### config.mk
export PLATFORM = sky130hd
export DESIGN_NAME = three_axis_clamped_median_filter_top
export DESIGN_NICKNAME = d
export VERILOG_FILES = /design/src/sv/tacmf_pkg.sv /design/src/sv/tacmf_lane.sv /design/src/sv/tacmf_merge.sv /design/src/sv/three_axis_clamped_median_filter_top.sv
export VERILOG_INCLUDE_DIRS = /design/src /design/src/sv
export SDC_FILE = /design/constraint.sdc
export NUM_CORES = 2
export LEC_CHECK = 0
export BUFFER_PORTS_ARGS = -buffer_cell sky130_fd_sc_hd__buf_4
export CORE_ASPECT_RATIO = 1.5
export CORE_MARGIN = 1.5
export CORE_UTILIZATION = 60
export DETAILED_ROUTE_END_ITERATION = 6
export GPL_TIMING_DRIVEN = 0
export HOLD_SLACK_MARGIN = 0.1
export PLACE_DENSITY_LB_ADDON = 0.12
export SYNTH_ARGS = -nofsm -noshare
export SYNTH_HDL_FRONTEND = slang
export SYNTH_HIERARCHICAL = 1
export SYNTH_SLANG_ARGS = --single-unit
### constraint.sdc
create_clock -name clk -period 7.8 [get_ports clk]
set_clock_uncertainty 0.15 [all_clocks]
set_input_delay 1.17 -clock clk [delete_from_list [all_inputs] [get_ports clk]]
set_output_delay 1.17 -clock clk [all_outputs]
set_load 0.005 [all_outputs]
### src/sv/assert_macros.svh
// ----------------------------------------------------------------------------
// Assertion macros
// Shared concurrent assertion forms for the median filter block.
// ----------------------------------------------------------------------------
`ifndef ASSERT_MACROS_SVH
`define ASSERT_MACROS_SVH

// Checked at every clock edge outside of reset.
`define TACMF_ASSERT(lbl, ck, rn, prop, msg) \
    lbl: assert property (@(posedge ck) disable iff (!rn) (prop)) else $error(msg);

// Checked at every clock edge, reset included.
`define TACMF_ASSERT_ALWAYS(lbl, ck, prop, msg) \
    lbl: assert property (@(posedge ck) (prop)) else $error(msg);

`endif

### src/sv/tacmf_pkg.sv
// ----------------------------------------------------------------------------
// tacmf_pkg
// Constants and register codes shared by the three-axis median filter.
// ----------------------------------------------------------------------------
`default_nettype none

package tacmf_pkg;

    localparam int AXES             = 3;
    localparam int WINDOW_LEN_DEF   = 10;
    localparam int SAMPLE_WIDTH_DEF = 16;

    // Clamp limit register: unsigned, 10 fractional bits, reset is 16.0.
    localparam int                 CLAMP_W     = 15;
    localparam logic [CLAMP_W-1:0] CLAMP_RESET = 15'd16384;

    // Window presets, decimal values times 1024 rounded to nearest.
    localparam int PRESET_X = -9626;
    localparam int PRESET_Y = -461;
    localparam int PRESET_Z = 614;

    // Configuration port geometry: 32-bit registers on word addresses.
    localparam int PDATA_W   = 32;
    localparam int PADDR_W   = 3;
    localparam int REG_IDX_W = PADDR_W - 2;

    localparam logic [REG_IDX_W-1:0] REG_CLAMP_LIMIT = 1'b0;

endpackage

`default_nettype wire

### src/sv/tacmf_lane.sv
// ----------------------------------------------------------------------------
// tacmf_lane
// One axis: clamps the sample, shifts it into the window and picks the
// lower median of the window by ranking every entry against all others.
// ----------------------------------------------------------------------------
`default_nettype none
`include "assert_macros.svh"

module tacmf_lane
    import tacmf_pkg::*;
#(
    parameter int WINDOW_LEN   = WINDOW_LEN_DEF,
    parameter int SAMPLE_WIDTH = SAMPLE_WIDTH_DEF,
    parameter int PRESET       = 0
)
(
    input  wire logic                           clk,
    input  wire logic                           rst_n,
    input  wire logic                           shift_en,
    input  wire logic        [CLAMP_W-1:0]      clamp_limit,
    input  wire logic signed [SAMPLE_WIDTH-1:0] sample,
    output logic signed      [SAMPLE_WIDTH-1:0] median
);

    localparam int CMP_W    = ((SAMPLE_WIDTH > CLAMP_W) ? SAMPLE_WIDTH : CLAMP_W) + 1;
    localparam int RANK_W   = $clog2(WINDOW_LEN);
    localparam int MED_RANK = WINDOW_LEN - 1 - WINDOW_LEN / 2;

    logic signed [SAMPLE_WIDTH-1:0] win_reg  [WINDOW_LEN];
    logic signed [SAMPLE_WIDTH-1:0] win_next [WINDOW_LEN];

    logic signed [CMP_W-1:0]        sample_ext;
    logic signed [CMP_W-1:0]        lim_pos;
    logic signed [CMP_W-1:0]        lim_neg;
    logic signed [CMP_W-1:0]        clamped;

    logic        [RANK_W-1:0]       rank [WINDOW_LEN];
    logic        [WINDOW_LEN-1:0]   sel;

    // Clamp in a width that holds both the sample and the negated limit.
    always_comb
    begin
        sample_ext = CMP_W'(sample);
        lim_pos    = signed'({{(CMP_W - CLAMP_W){1'b0}}, clamp_limit});
        lim_neg    = -lim_pos;
        if (sample_ext > lim_pos)
        begin
            clamped = lim_pos;
        end
        else if (sample_ext < lim_neg)
        begin
            clamped = lim_neg;
        end
        else
        begin
            clamped = sample_ext;
        end
    end

    always_comb
    begin
        for (int i = 0; i < WINDOW_LEN - 1; i++)
        begin
            win_next[i] = win_reg[i + 1];
        end
        win_next[WINDOW_LEN-1] = clamped[SAMPLE_WIDTH-1:0];
    end

    always_ff @(posedge clk or negedge rst_n)
    begin
        if (!rst_n)
        begin
            for (int i = 0; i < WINDOW_LEN; i++)
            begin
                win_reg[i] <= SAMPLE_WIDTH'(PRESET);
            end
        end
        else if (shift_en)
        begin
            win_reg <= win_next;
        end
    end

    // Rank of an entry is the number of entries below it; equal values are
    // ordered by position, so the ranks always form a permutation.
    always_comb
    begin
        for (int i = 0; i < WINDOW_LEN; i++)
        begin
            rank[i] = '0;
            for (int j = 0; j < WINDOW_LEN; j++)
            begin
                if (j != i)
                begin
                    if ((win_reg[j] < win_reg[i]) || ((win_reg[j] == win_reg[i]) && (j < i)))
                    begin
                        rank[i] = rank[i] + RANK_W'(1);
                    end
                end
            end
            sel[i] = (rank[i] == RANK_W'(MED_RANK));
        end
    end

    always_comb
    begin
        median = '0;
        for (int i = 0; i < WINDOW_LEN; i++)
        begin
            if (sel[i])
            begin
                median = median | win_reg[i];
            end
        end
    end

    `TACMF_ASSERT(a_median_sel_onehot, clk, rst_n, $onehot(sel), "median select not one-hot")

endmodule

`default_nettype wire

### src/sv/tacmf_merge.sv
// ----------------------------------------------------------------------------
// tacmf_merge
// Gathers the three lane medians into one result item and holds it in an
// output register, so a new item can enter while a result waits.
// ----------------------------------------------------------------------------
`default_nettype none
`include "assert_macros.svh"

module tacmf_merge
    import tacmf_pkg::*;
#(
    parameter int SAMPLE_WIDTH = SAMPLE_WIDTH_DEF
)
(
    input  wire logic                           clk,
    input  wire logic                           rst_n,
    input  wire logic                           accept,
    input  wire logic signed [SAMPLE_WIDTH-1:0] lane_med [AXES],
    input  wire logic                           out_stall,
    output logic                                in_stall,
    output logic                                out_valid,
    output logic signed      [SAMPLE_WIDTH-1:0] med_out [AXES]
);

    logic                           s1_valid_reg;
    logic                           s1_valid_next;
    logic                           out_valid_reg;
    logic                           out_valid_next;
    logic signed [SAMPLE_WIDTH-1:0] med_reg [AXES];
    logic                           advance;

    // The windows hold the item in flight until its medians move on.
    assign advance  = s1_valid_reg && (!out_valid_reg || !out_stall);
    assign in_stall = s1_valid_reg && !advance;

    always_comb
    begin
        s1_valid_next  = accept || (s1_valid_reg && !advance);
        out_valid_next = advance || (out_valid_reg && out_stall);
    end

    always_ff @(posedge clk or negedge rst_n)
    begin
        if (!rst_n)
        begin
            s1_valid_reg  <= 1'b0;
            out_valid_reg <= 1'b0;
        end
        else
        begin
            s1_valid_reg  <= s1_valid_next;
            out_valid_reg <= out_valid_next;
        end
    end

    always_ff @(posedge clk)
    begin
        if (advance)
        begin
            med_reg <= lane_med;
        end
    end

    assign out_valid = out_valid_reg;
    assign med_out   = med_reg;

    `TACMF_ASSERT(a_accept_fills_stage, clk, rst_n, accept |=> s1_valid_reg, "accepted item lost")
    `TACMF_ASSERT(a_advance_loads_out, clk, rst_n, advance |=> out_valid_reg, "result not registered")
    `TACMF_ASSERT_ALWAYS(a_stall_only_when_full, clk, in_stall |-> s1_valid_reg, "stall while empty")

endmodule

`default_nettype wire

### src/sv/three_axis_clamped_median_filter_top.sv
// An accepted item shifts into the windows; its medians load the output register once
// that register is free. Throughput: one item per cycle while the output is not stalled;
// the rank compare across all window entries of each axis lane is combinational.
// Reset: windows load their presets (x -9.4, y -0.45, z 0.6), the clamp limit
// returns to 16.0 and no item is in flight.
// ----------------------------------------------------------------------------
// three_axis_clamped_median_filter_top
// Three-axis clamped sliding-window median filter with an APB-style register.
// ----------------------------------------------------------------------------
`default_nettype none

module three_axis_clamped_median_filter_top
    import tacmf_pkg::*;
#(
    parameter int WINDOW_LEN   = WINDOW_LEN_DEF,
    parameter int SAMPLE_WIDTH = SAMPLE_WIDTH_DEF
)
(
    input  wire logic                           clk,
    input  wire logic                           rst_n,

    input  wire logic                           psel,
    input  wire logic                           penable,
    input  wire logic                           pwrite,
    input  wire logic        [PADDR_W-1:0]      paddr,
    input  wire logic        [PDATA_W-1:0]      pwdata,
    output logic             [PDATA_W-1:0]      prdata,
    output logic                                pready,

    input  wire logic                           in_valid,
    output logic                                in_stall,
    input  wire logic signed [SAMPLE_WIDTH-1:0] accel_x,
    input  wire logic signed [SAMPLE_WIDTH-1:0] accel_y,
    input  wire logic signed [SAMPLE_WIDTH-1:0] accel_z,

    output logic                                out_valid,
    input  wire logic                           out_stall,
    output logic signed      [SAMPLE_WIDTH-1:0] median_x,
    output logic signed      [SAMPLE_WIDTH-1:0] median_y,
    output logic signed      [SAMPLE_WIDTH-1:0] median_z
);

    logic        [CLAMP_W-1:0]      clamp_limit_reg;
    logic        [CLAMP_W-1:0]      clamp_limit_next;
    logic        [REG_IDX_W-1:0]    reg_idx;
    logic                           wr_en;
    logic                           accept;
    logic signed [SAMPLE_WIDTH-1:0] lane_med [AXES];
    logic signed [SAMPLE_WIDTH-1:0] med_out  [AXES];

    assign pready  = 1'b1;
    assign reg_idx = paddr[PADDR_W-1:2];
    assign wr_en   = psel && penable && pwrite && pready;

    always_comb
    begin
        clamp_limit_next = clamp_limit_reg;
        if (wr_en && (reg_idx == REG_CLAMP_LIMIT))
        begin
            clamp_limit_next = pwdata[CLAMP_W-1:0];
        end
    end

    always_comb
    begin
        prdata = '0;
        if (reg_idx == REG_CLAMP_LIMIT)
        begin
            prdata = PDATA_W'(clamp_limit_reg);
        end
    end

    always_ff @(posedge clk or negedge rst_n)
    begin
        if (!rst_n)
        begin
            clamp_limit_reg <= CLAMP_RESET;
        end
        else
        begin
            clamp_limit_reg <= clamp_limit_next;
        end
    end

    assign accept = in_valid && !in_stall;

    tacmf_lane #(
        .WINDOW_LEN   (WINDOW_LEN),
        .SAMPLE_WIDTH (SAMPLE_WIDTH),
        .PRESET       (PRESET_X)
    ) u_lane_x (
        .clk         (clk),
        .rst_n       (rst_n),
        .shift_en    (accept),
        .clamp_limit (clamp_limit_reg),
        .sample      (accel_x),
        .median      (lane_med[0])
    );

    tacmf_lane #(
        .WINDOW_LEN   (WINDOW_LEN),
        .SAMPLE_WIDTH (SAMPLE_WIDTH),
        .PRESET       (PRESET_Y)
    ) u_lane_y (
        .clk         (clk),
        .rst_n       (rst_n),
        .shift_en    (accept),
        .clamp_limit (clamp_limit_reg),
        .sample      (accel_y),
        .median      (lane_med[1])
    );

    tacmf_lane #(
        .WINDOW_LEN   (WINDOW_LEN),
        .SAMPLE_WIDTH (SAMPLE_WIDTH),
        .PRESET       (PRESET_Z)
    ) u_lane_z (
        .clk         (clk),
        .rst_n       (rst_n),
        .shift_en    (accept),
        .clamp_limit (clamp_limit_reg),
        .sample      (accel_z),
        .median      (lane_med[2])
    );

    tacmf_merge #(
        .SAMPLE_WIDTH (SAMPLE_WIDTH)
    ) u_merge (
        .clk       (clk),
        .rst_n     (rst_n),
        .accept    (accept),
        .lane_med  (lane_med),
        .out_stall (out_stall),
        .in_stall  (in_stall),
        .out_valid (out_valid),
        .med_out   (med_out)
    );

    assign median_x = med_out[0];
    assign median_y = med_out[1];
    assign median_z = med_out[2];

endmodule

`default_nettype wire
==> run metrics, run 1 <==
Main synth FF type=dfstp_2; gp weighted congestion=around 1.2; EDFF count, synth=48; initial core utilization=60.4%; Hold Buf Count CTS=0; grt ovf=1607; port bufs=around 140; register area share after synthesis=between 10% and 20%; DP Worst Slack=-3.20 ns; total track usage=just over 80%; Detailed Place HPWL=367000 µm; die width=between 300 and 400 µm; Post-Syn Area per Cell=8.39 µm²; H-Tree Depth=2; tool error=[ERROR GRT-0116] Global routing finished with congestion. Check the congestion regions in the DRC Viewer.; FP Rows=179; Yosys cell types=between 100 and 150; chip height=slightly below 500 µm; cell area after synthesis=0.0956 mm²; Synth Register Bits=between 500 and 600; Max clock buf depth=3; cell count after synthesis=~11000; Cell Area, Placed=0.100 mm²; number of global-route vias before repair=between 100k and 150k; Top Ports=173; largest net degree at the start of global routing=approximately 130; Root Driver=clkbuf_16; Stopped at=global routing; clk sinks=~550; Async SR Flop Fraction=between 90% and 100%; first-pass GRT wire length=988000 µm; Synth Warn #=6; status=aborted with a tool error; CTS Buf Count=60
==> routing by layer <==
metal	overflow	track usage, %
met4	605	83.9
met5	6	33.4
met2	946	97.6
met3	28	65.7
met1	22	79.9
==> kinds of logic after synthesis <==
group	Yosys count	synth area share, %
compound gates	3104	21.6
flops	545	14.8
other cells	2	0.00786
fa+ha+maj	2490	32.6
mux	184	2.19
simple gates	3505	18.8
xor+xnor	464	5.47
buf+inv	1104	4.53
==> Yosys cell counts (86+ instances only) <==
| library cell | n | area [µm²] |
|---|---|---|
| a21oi_1 | 705 | 3530 |
| nand2b_1 | 134 | 838 |
| nor4_1 | 96 | 601 |
| nand2_1 | 1093 | 4100 |
| and2_1 | 86 | 538 |
| dfrtp_1 | 246 | 6160 |
| ha_1 | 2490 | 31200 |
| xnor2_1 | 273 | 2390 |
| nor2b_1 | 169 | 1060 |
| nand4_1 | 364 | 2280 |
| o21a_1 | 118 | 886 |
| nand3_1 | 279 | 1400 |
| clkbuf_1 | 159 | 597 |
| xor2_1 | 98 | 858 |
| nor3_1 | 235 | 1180 |
| o211ai_1 | 135 | 1010 |
| a21o_1 | 215 | 1610 |
| inv_1 | 857 | 3220 |
| o21ai_0 | 790 | 3950 |
| a211oi_1 | 125 | 938 |
| nor2_1 | 551 | 2070 |
| mux2_2 | 99 | 1110 |
| dfstp_2 | 251 | 6600 |
==> metrics by stage <==
step	setup TNS, ns	cells	util [%]	hold slack [ns]
2_1_floorplan	0	11400	-	0.300
3_3_place_gp	-145.04	13600	62.9	0.323
3_5_place_dp	-125.81	13700	63.2	0.327
4_1_cts	-25.71	14800	74.4	0.334
==> timing repair <==
action | in CTS
gates cloned | 12
pin swaps | 391
resized for setup | 1490
buffers inserted | 1038
setup endpoints to repair | 48
==> inputs of run 2 (changes only) <==
CORE_ASPECT_RATIO = default   (was 1.5)
CORE_UTILIZATION = 40   (was 60)
HOLD_SLACK_MARGIN = default   (was 0.1)
PLACE_DENSITY_LB_ADDON = 0.15   (was 0.12)
clock period = 10.1 ns   (was 7.8 ns; I/O delays follow)
==> run 2 against run 1 <==
  * The flow now finishes, with violations (design-rule violations, max-capacitance violations, max-slew violations)
  * Synthesized cell count unchanged
  * Area after synthesis did not move
==> run metrics, run 2 <==
design area=roughly 0.11 mm²; largest family of logic cells by synthesized area=adder cells; Detailed Route Iter0 Violations=between 10000 and 15000; minimum clock period=10.02 ns; top-area cell type share of the netlist area=around a third; Final #Nets=14500; CTS Buf Count=66; most frequent cells in the layout=ha_1 (2485), nand2_1 (1093), o21ai_0 (787); drt wl/cell=34.2 µm; Slew @ Worst Pin=1.51 ns; Crit Path Max Fanout=8; worst hold path startpoint=u_lane_y/win_next[37]; Residual DRC=1; Area Overhead vs Synth=11.8%; gp weighted congestion=between 1 and 1.5; port bufs=135; Critical Path Sink Type=flip-flop; Synth Register Bits=between 500 and 600; Synth Warn #=6; peak per-stage delay on the critical path=between 0.8 and 0.9 ns; worst hold path endpoint=u_lane_y/win_next[53]; Max Cap Viol=4; routed via count=around 100k; unrepaired setup endpoints after global routing=true; Adder-Cell Fraction of Synth Area=32.6%; Hold Crit Depth=2; Cell Area, Placed=0.101 mm²; Slew HR=-0.885%; Yosys cell types=between 100 and 150; hold_ws=0.332 ns; register area share after synthesis=14.8%; reg2reg setup slack=0.08 ns; proportion of layout cells with a drive suffix above 1=roughly an eighth; die width=~490 µm; Yosys top cell by area=ha_1; chip height=between 400 and 500 µm; post-synthesis compound-gate area fraction=approximately 22%; Reg2Reg Depth=34; count leader, synth=ha_1; grt ovf=0; XOR/XNOR Fraction of Synth Area=around 5.5%; Max clock buf depth=3; final wirelength=~520000 µm; full die area=0.242 mm²; core footprint=about 0.24 mm²; clk sinks=~550; Hold Buf Count CTS=0; number of fill cells=about 23000; commonest non-fill, non-tap cell in the layout=ha_1; post-synthesis mux area share=about 2.2%; Fin. Hold Viols=0; status=finished with violations; FMAX=approximately 0.10 GHz; CP required=slightly above 10 ns; final period utilization=around 99%; Hold/Removal Path Class=reg2reg; Slew Limit Fails=23; synth cell count leaders=ha_1 (2490), nand2_1 (1093), inv_1 (857); Clock Latency Late Sink=~0.72 ns; Detailed Place HPWL=382000 µm; FP Rows=roughly 180; ranking of synthesized cells by area=ha_1 (33%), dfstp_2 (6.9%), dfrtp_1 (6.4%); router iterations before antenna repair=7; largest net degree at the start of global routing=roughly 110; Main synth FF type=dfstp_2; Startpoint Class=flip-flop; WP data arrival=~10 ns; worst r2r src=u_lane_z/win_next[120]; initial antenna violation count=49; Async SR Flop Fraction=between 90 and 100%; Synth Area in Simple Gates=18.8%; drt via density=between 6 and 7; critical path type=reg2reg; failing checks=design-rule violations, max-capacitance violations, max-slew violations; Root Driver=clkbuf_16; cell count after synthesis=~11000; Post-Syn Area per Cell=approximately 8.4 µm²; EDFF count, synth=between 40 and 50; initial core utilization=40.2%; CP max-delay cell=dfrtp_1; CTS tree=built; total track usage=between 40% and 50%; final setup vio count=0; Worst-path clk slew=about 0.060 ns; RR Endpoint=u_merge/med_out[5]; Top Ports=about 170; number of global-route vias before repair=between 90000 and 100k; first-pass GRT wire length=slightly above 700000 µm; cell area after synthesis=between 0.09 and 0.1 mm²; cell mode on critical path=ha_1; Detail Route Antenna Nets=0; H-Tree Depth=3
==> run 2: cell counts after synthesis <==
Identical to the previous run, type by type.
==> run 2: how the worst max path moves through the flow <==
stage / start / endpoint / slack [ns] / cells after the start
final: u_lane_z/win_next[120] / u_merge/med_out[5] / 0.08 / 34
after floorplan: u_lane_y/win_next[93] / u_merge/med_out[21] / 1.88 / 35
after global routing: u_lane_z/win_next[158] / u_merge/med_out[4] / -0.11 / 37
after CTS: u_lane_x/win_next[17] / u_merge/med_out[36] / 0.0007 / 36
after global placement: u_lane_z/win_next[25] / u_merge/med_out[8] / -1.68 / 36
after detailed placement: u_lane_y/win_next[93] / u_merge/med_out[25] / -1.54 / 35
==> run 2: what timing repair did <==
item | 4_1_cts | 5_1_grt
buffers inserted | 58 | 185
pin swaps | 10 | 30
gates resized for setup | 164 | 209
cloned | 1 | 0
endpoints found under the setup margin | 48 | 48
==> run 2: kinds of logic after synthesis <==
group / count (synthesis)
AO/OA/AOI/OAI: 3104
XOR/XNOR: 464
adder cells (fa/ha/maj): 2490
buffers and inverters: 1104
flip-flops: 545
multiplexers: 184
other: 2
AND/OR/NAND/NOR: 3505
==> run 2: critical path: cells and delay by family, from the launching register on <==
| kind | cells | cell delay (ns) |
|---|---|---|
| AND/OR/NAND/NOR | 6 | 0.85 |
| AO/OA/AOI/OAI | 13 | 3.65 |
| buffers and inverters | 5 | 0.96 |
| XOR/XNOR | 1 | 0.27 |
| multiplexers | 1 | 0.27 |
| flip-flops | 1 | 0.86 |
| adder cells (fa/ha/maj) | 8 | 2.63 |
==> run 2: layer usage <==
metal	vias to the layer above	share of wire, %	routed length, µm	GRT usage [%]
met3	1726	11	56400	11.2
li1	44100	-	-	-
met4	32	9.5	49200	32.2
met2	5896	41	212000	60.4
met5	-	0.039	203	0
met1	49000	39	199000	50.1
==> run 2: stage by stage <==
stage | setup slack (ns) | TNS [ns] | utilization, % | cells
2_1_floorplan | 1.88 | 0 | - | 11400
3_3_place_gp | -1.68 | -59.95 | 42.3 | 14700
3_5_place_dp | -1.54 | -57.77 | 42.5 | 14700
4_1_cts | 0.000688 | 0 | 43.9 | 14900
5_1_grt | -0.110 | -0.265 | 45.0 | 15100
6_report | 0.0788 | 0 | 45.0 | 15100
==> run 2: final cells by class <==
type	instances	area [µm²]	area share, %
Timing Repair Buffer	397	3460	3.23
Inverter	868	3560	3.33
Clock buffer	80	1790	1.67
Sequential cell	545	14500	13.5
Antenna cell	21	52.6	0.0492
Tap cell	3167	3960	3.71
Clock inverter	39	467	0.437
Buffer	236	1070	1.00
Multi-Input combinational cell	9766	78100	73.0
Power of run 2 is not shown: default switching activity piles up to over one toggle a cycle in this logic, so the estimate is an artifact.
